## config.mk

```make
export PLATFORM = sky130hd
export DESIGN_NAME = dblgs_ctrl
export DESIGN_NICKNAME = d
export VERILOG_FILES = /design/src/hw/rtl/dblgs_pkg.sv /design/src/hw/rtl/dblgs_ctrl.sv
export SDC_FILE = /design/constraint.sdc
export NUM_CORES = 1
export LEC_CHECK = 0
export BUFFER_PORTS_ARGS = -buffer_cell sky130_fd_sc_hd__buf_2
export CAP_MARGIN = 20
export CORE_AREA = 2 2 39 41
export DETAILED_ROUTE_END_ITERATION = 10
export DIE_AREA = 0 0 41 43
export PLACE_DENSITY = 0.77
export SLEW_MARGIN = 15
export SYNTH_ARGS = -nofsm -noshare
export SYNTH_HDL_FRONTEND = slang
export SYNTH_SLANG_ARGS = --single-unit
export TNS_END_PERCENT = 100
```

## constraint.sdc

```tcl
create_clock -name clk -period 1.9 [get_ports clk]
set_clock_uncertainty 0.15 [all_clocks]
set_input_delay 0.19 -clock clk [delete_from_list [all_inputs] [get_ports clk]]
set_output_delay 0.19 -clock clk [all_outputs]
set_load 0.05 [all_outputs]
```

## src/hw/rtl/dblgs_pkg.sv

```systemverilog
// Shared types and constants for the depth and branch limited graph search.
package dblgs_pkg;

  localparam logic [1:0] OP_ADD    = 2'd0;
  localparam logic [1:0] OP_SEARCH = 2'd1;
  localparam logic [1:0] OP_CLEAR  = 2'd2;

  localparam logic [2:0] KIND_DONE     = 3'd0;
  localparam logic [2:0] KIND_DROPPED  = 3'd1;
  localparam logic [2:0] KIND_ORDER    = 3'd2;
  localparam logic [2:0] KIND_PATH     = 3'd3;
  localparam logic [2:0] KIND_NOTFOUND = 3'd4;

  localparam logic [1:0] CFG_START  = 2'd0;
  localparam logic [1:0] CFG_GOAL   = 2'd1;
  localparam logic [1:0] CFG_BRANCH = 2'd2;
  localparam logic [1:0] CFG_DEPTH  = 2'd3;

  // controller to datapath
  typedef struct packed {
    logic load;       // capture input transaction
    logic add_edge;   // perform edge write
    logic clear;      // clear successor counts
    logic init;       // begin search: clear marks, try root
    logic step;       // one walk step (pop, issue store read or act on it)
    logic emit_rst;   // reset emit pointer
    logic emit_adv;   // advance emit pointer
  } dblgs_cmd_t;

  // datapath to controller
  typedef struct packed {
    logic drop;       // edge would be dropped
    logic found;
    logic failed;
    logic emit_in_order; // emit pointer within visit order
    logic emit_end;      // current emit entry is the final one
  } dblgs_sts_t;

endpackage

```

## src/hw/rtl/dblgs_ctrl.sv

```systemverilog
// Controller state machine sequencing edge loads, graph clears, searches and result emission.
module dblgs_ctrl import dblgs_pkg::*; (
  input  logic       clk,
  input  logic       rst_n,
  input  logic       in_valid,
  output logic       in_stall,
  output logic       out_valid,
  input  logic       out_stall,
  output logic [2:0] out_kind,
  output logic       out_last,
  output logic       emit_sel,
  input  logic [1:0] op_q,
  input  dblgs_sts_t sts,
  output dblgs_cmd_t cmd
);

  typedef enum logic [4:0] {
    S_IDLE = 5'b00001,
    S_EXEC = 5'b00010,
    S_WALK = 5'b00100,
    S_EMIT = 5'b01000,
    S_ONE  = 5'b10000
  } state_t;

  state_t state_r, state_nxt;
  logic [2:0] kind_r, kind_nxt;

  assign in_stall = state_r != S_IDLE;
  assign out_valid = (state_r == S_EMIT) || (state_r == S_ONE);
  assign out_kind = (state_r == S_EMIT) ? (sts.emit_in_order ? KIND_ORDER : KIND_PATH)
                                        : kind_r;
  assign out_last = (state_r == S_ONE) || (!sts.emit_in_order && sts.emit_end);
  assign emit_sel = state_r == S_EMIT;

  always_comb begin
    state_nxt = state_r;
    kind_nxt = kind_r;
    cmd = '0;
    case (state_r)
      S_IDLE: if (in_valid) begin
        cmd.load = 1'b1;
        state_nxt = S_EXEC;
      end
      S_EXEC: begin
        kind_nxt = KIND_DONE;
        state_nxt = S_ONE;
        case (op_q)
          OP_ADD: begin
            cmd.add_edge = 1'b1;
            if (sts.drop) kind_nxt = KIND_DROPPED;
          end
          OP_CLEAR: cmd.clear = 1'b1;
          OP_SEARCH: begin
            cmd.init = 1'b1;
            state_nxt = S_WALK;
          end
          default: ;
        endcase
      end
      S_WALK: begin
        cmd.emit_rst = 1'b1;
        if (sts.found) state_nxt = S_EMIT;
        else if (sts.failed) begin
          kind_nxt = KIND_NOTFOUND;
          state_nxt = S_ONE;
        end else cmd.step = 1'b1;
      end
      S_EMIT: if (!out_stall) begin
        cmd.emit_adv = 1'b1;
        if (out_last) state_nxt = S_IDLE;
      end
      S_ONE: if (!out_stall) state_nxt = S_IDLE;
      default: state_nxt = S_IDLE;
    endcase
  end

  always_ff @(posedge clk) begin
    if (!rst_n) begin
      state_r <= S_IDLE;
      kind_r <= KIND_DONE;
    end else begin
      state_r <= state_nxt;
      kind_r <= kind_nxt;
    end
  end

  a_one_hot: assert property (@(posedge clk) disable iff (!rst_n) $onehot(state_r))
    else $error("state not one-hot");
  a_no_accept_busy: assert property (@(posedge clk) disable iff (!rst_n)
    (state_r != S_IDLE) |-> in_stall) else $error("accept while busy");
  a_walk_out: assert property (@(posedge clk) disable iff (!rst_n)
    (state_r == S_WALK) |-> !out_valid) else $error("output during walk");
  a_last_idle: assert property (@(posedge clk) disable iff (!rst_n)
    (out_valid && out_last && !out_stall) |=> (state_r == S_IDLE))
    else $error("no return to idle after last");

endmodule

```

* Yosys cells after proc, flatten, opt, wreduce, memory -nomap -nowiden *
Cells that the tools add are included.

storage, ports and cells
  register bits after elaboration = 8
  output and inout bits = 14

cells by class
  eq/ne operators = 15
  multiplexer cells = 26
  reduce and logical (&&, ||, !) cells = 8

operators by type and width
  kind                  count
  $mux W5               7
  $pmux W5 S5           1
  $mux W3               5
  $ne A2 B2 Y1 const B  6
  $mux W1               11
  $pmux W3 S2           1
  $eq A5 B1 Y1 const B  1
  $eq A5 B2 Y1 const B  1
  $eq A5 B3 Y1 const B  1
  $eq A5 B4 Y1 const B  1
  $eq A5 B5 Y1 const B  1
  $ne A5 B1 Y1 const B  1
  $reduce_and A5 Y1     1
  $ne A3 B3 Y1 const B  1
  $reduce_and A3 Y1     1
  $eq A2 B1 Y1 const B  1
  $eq A2 B2 Y1 const B  1
  $logic_not A2 Y1      1
  $logic_or A1 B1 Y1    2
  $mux W2               1
  $reduce_bool A2 Y1    1
  $logic_and A1 B1 Y1   1
  $logic_not A1 Y1      1

* Logic depth before layout (Yosys ltp) *
  word-level depth = 6
  mapped depth = 5
  mapped depth without buffers = 5

* Worst setup path after synthesis *
OpenSTA, ideal clock, no wires.

  path kind = register to output
  from = register state_r[0]
  to = output out_kind[0]
  data arrival time = 2423 ps
  setup slack = -863 ps
  cell stages (with the launch flop) = 5
  buffers on the path = 0
  cell sequence = dfxtp_1 > or3_1 > nor2_1 > nor2_1 > a21oi_1

between the ends
  longest elaborated chain between the ends = 2

ends and longest elaborated chain
  what                    line              text
  from (decl)             dblgs_ctrl.sv:25  state_t state_r, state_nxt;
  from (signal assigned)  dblgs_ctrl.sv:82  state_r <= state_nxt;
  $eq A5 B4 Y1            n/a
  named net emit_sel      dblgs_ctrl.sv:11  output logic emit_sel,
  $mux W3                 dblgs_ctrl.sv:30  assign out_kind = (state_r == S_EMIT) ? (sts.emit_in_order ? KIND_ORDER : KIND_PATH)
  to (decl)               dblgs_ctrl.sv:9   output logic [2:0] out_kind,

The timed path passes the listed nets, and every way through them passes these cells.

==> summary.txt <==
hold_ws = 0.0359 ns
Hold Crit Depth = 2
status = finished, violations left
synth top area cells = dfxtp_1 28%, nor2_1 5.2%, nor3b_1 4.5%
leakage = 0.369 nW
r2r worst-path depth = 6
worst IR drop on VDD = 0.000422 V
largest family of logic cells by synthesized area = simple AND/OR/NAND/NOR gates
flops & latches, synth = 7
TritonCTS Buffers = 3
Initial DRT Pass Iterations = 4
Multi-input gate area = 379 sq um
GRT Util Overall = 0.173
Mapped Area = 503 sq um
Synth Flop Type = dfxtp_1
fin crit period = 1.98 ns
final antenna-violating net count = 0
# clock sinks = 7
WHS Endpoint = state_r[1]$_SDFFE_PN0P_
register area share after synthesis = 0.279
CTS tree = yes
DRT iter0 DRCs = 18
Worst Tran Pin Value = 0.237 ns
worst hold path type = input port to register
Clk Latency, worst-skew pair = 0.26 ns
Core Util, Final = 0.578
DR vias = 585
Fill cells = 130
nets = 108
critical path's slowest cell = or3_4
Max Cap Violations = 0
Avg WL per Cell = 11.7 um
critical setup path kind = register to output port
CP Data Required Time = 1.56 ns
layout cell share with drive strength beyond 1 = 0.531
post-synth top area cell = dfxtp_1
Mean Syn Cell Area = 7.86 sq um
Crit path depth = 4
crit path launch type = register
Synth Area in Compound Gates = 0.127
mux cell area share after synthesis = 0.0199
clock slew at reported path FFs = 0.06 ns
CTS Buffer Depth = 2
DRC Markers = 0
first-pass GRT wire length = 2050 um
Max-slew headroom = 0.841
start point of the critical path = state_r[2]$_SDFFE_PN0P_
WP buf/inv = 1
Antenna Cells = 0
Tcrit/Tclk final = 1.04
vias in the first global route = 516
Yosys Warn Count = 0
Synth Area in XOR/XNOR = 0
largest net degree at the start of global routing = 10
worst r2r src = state_r[2]$_SDFFE_PN0P_
post-synth cell types = 32
area grow syn2layout = 59.0%
H-tree lvl count = 1
failing checks = negative setup slack
GRT overflow = 0
GPL Wtd Cong = 0.830
Clock Root Buffer = clkbuf_4
Synth top area share = 0.279
Post-DP HPWL = 1020 um
reg-to-reg endpoint = state_r[4]$_SDFFE_PN0P_
Post-Syn Instances = 64
Final WS setup = -0.0837 ns
Worst setup EP type = output port
die footprint = 0.00176 sq mm
initial core utilization = 0.363
largest delay contributor family on the critical path = simple AND/OR/NAND/NOR gates
drt via density = 5.22
flop-to-flop setup slack = 0.10 ns
Crit path largest cell delay = 0.40 ns
IO Pins = 25
CP arrival = 1.64 ns
Post-Synth Simple-Gate Area = 0.500
Chip Height = 43 um
register area = 146 sq um
ys async rst share = 0
final hold vios = 0
final setup fails = 4
EDFF count, synth = 0
Slew Viols, Final = 0
hold path start = in_valid
Total Wirelength = 1310 um
Rows = 14
die width = 41 um
RSZ-0062 raised after global routing = true
Setup TNS = -0.139 ns
Synth top cells by count = 7 x dfxtp_1, 7 x nor2_1, 4 x nand2_1, 4 x nor3_1
adder-cell share of the synthesized area = 0
hold buffers post-CTS = 0
Port Buffer Count = 24
initial antenna violation count = 0
power density over the cells = 525 mW/mm^2
CP max FO = 4
Fmax = 0.504 GHz
Net Count, Synth = 75
Core Box Area = 0.00138 sq mm
worst path cell trace = or3_4 > or2_4 > nor3b_4 > buf_6
total chip power = 0.420 mW
-- kinds of logic (layout without fill, tap and decap cells) --
kind of cell	count (synthesis)	in the layout
AOI/OAI and AO/OA	10	10
and+or+nand+nor	40	40
DFF	7	7
buffers and inverters	6	38
muxes	1	1
-- cell usage in the layout (no fill, tap or decap), types with 2 or more instances in the layout --
cell type,instances
nor3_1,2
nor2b_1,2
nand2_1,4
nor3_4,2
dfxtp_2,2
buf_4,9
inv_1,3
and3_1,3
nand2b_1,2
buf_2,14
nor2_1,5
buf_6,5
nand3_1,3
nand3b_1,2
or3_4,2
clkbuf_4,6
dfxtp_1,4
o21ai_0,2
-- registers in the layout, indices dropped and copies added, names as in the netlist --
signal and flops:
state_r 5, kind_r 2
-- stage by stage --
stage | setup slack (ns) | cell area, sq um | cells
floorplan | -0.151 | 544 | 64
global placement | 0.0728 | 681 | 104
detailed placement | 0.0432 | 681 | 104
CTS | -0.0794 | 773 | 110
global route | -0.122 | 800 | 112
finish | -0.0837 | 800 | 112
-- power by group --
group          switching (mW)  internal (mW)  total (mW)  leakage, nW
Combinational          0.0724         0.0444       0.117        0.296
Clock                  0.0636         0.0807       0.144       0.0150
Sequential            0.00820          0.151       0.159       0.0587
Total                   0.144          0.276       0.420        0.369
-- metal layers --
layer	wire (um)	up-vias	global-route usage
li1	-	287	-
met2	660	37	0.288
met1	483	257	0.182
met4	41	0	0.100
met5	0	-	0
met3	122	4	0.0471
-- worst reg2reg max path, cell delays in order, from the launching register on --
cell,delay [ns]
dfxtp_2,0.33
buf_4,0.12
or4b_4,0.48
nor3_4,0.16
buf_4,0.14
nand3b_1,0.15
mux2i_1,0.19
-- cell type report --
cell class                      instances  share of cell area
Sequential cell                         7               0.183
Tap cell                               16              0.0250
Clock buffer                            4              0.0329
Inverter                                3              0.0141
Timing Repair Buffer                   31               0.271
Multi-Input combinational cell         51               0.474
-- how the worst max path moves through the flow --
stage,to,slack [ns]
floorplan,out_kind[0],-0.15
global placement,cmd[4],0.07
detailed placement,cmd[4],0.04
CTS,cmd[4],-0.08
global route,cmd[4],-0.12
finish,cmd[4],-0.08
-- what timing repair did --
| action | 4_1_cts | 5_1_grt |
|---|---|---|
| cloned | 0 | 0 |
| buffers inserted | 2 | 2 |
| pin swaps | 2 | 2 |
| gates resized for setup | 16 | 6 |
| endpoints found under the hold margin | 0 | 0 |
| setup endpoints to repair | 12 | 11 |
No activity file was read; power rests on OpenSTA's default activity.
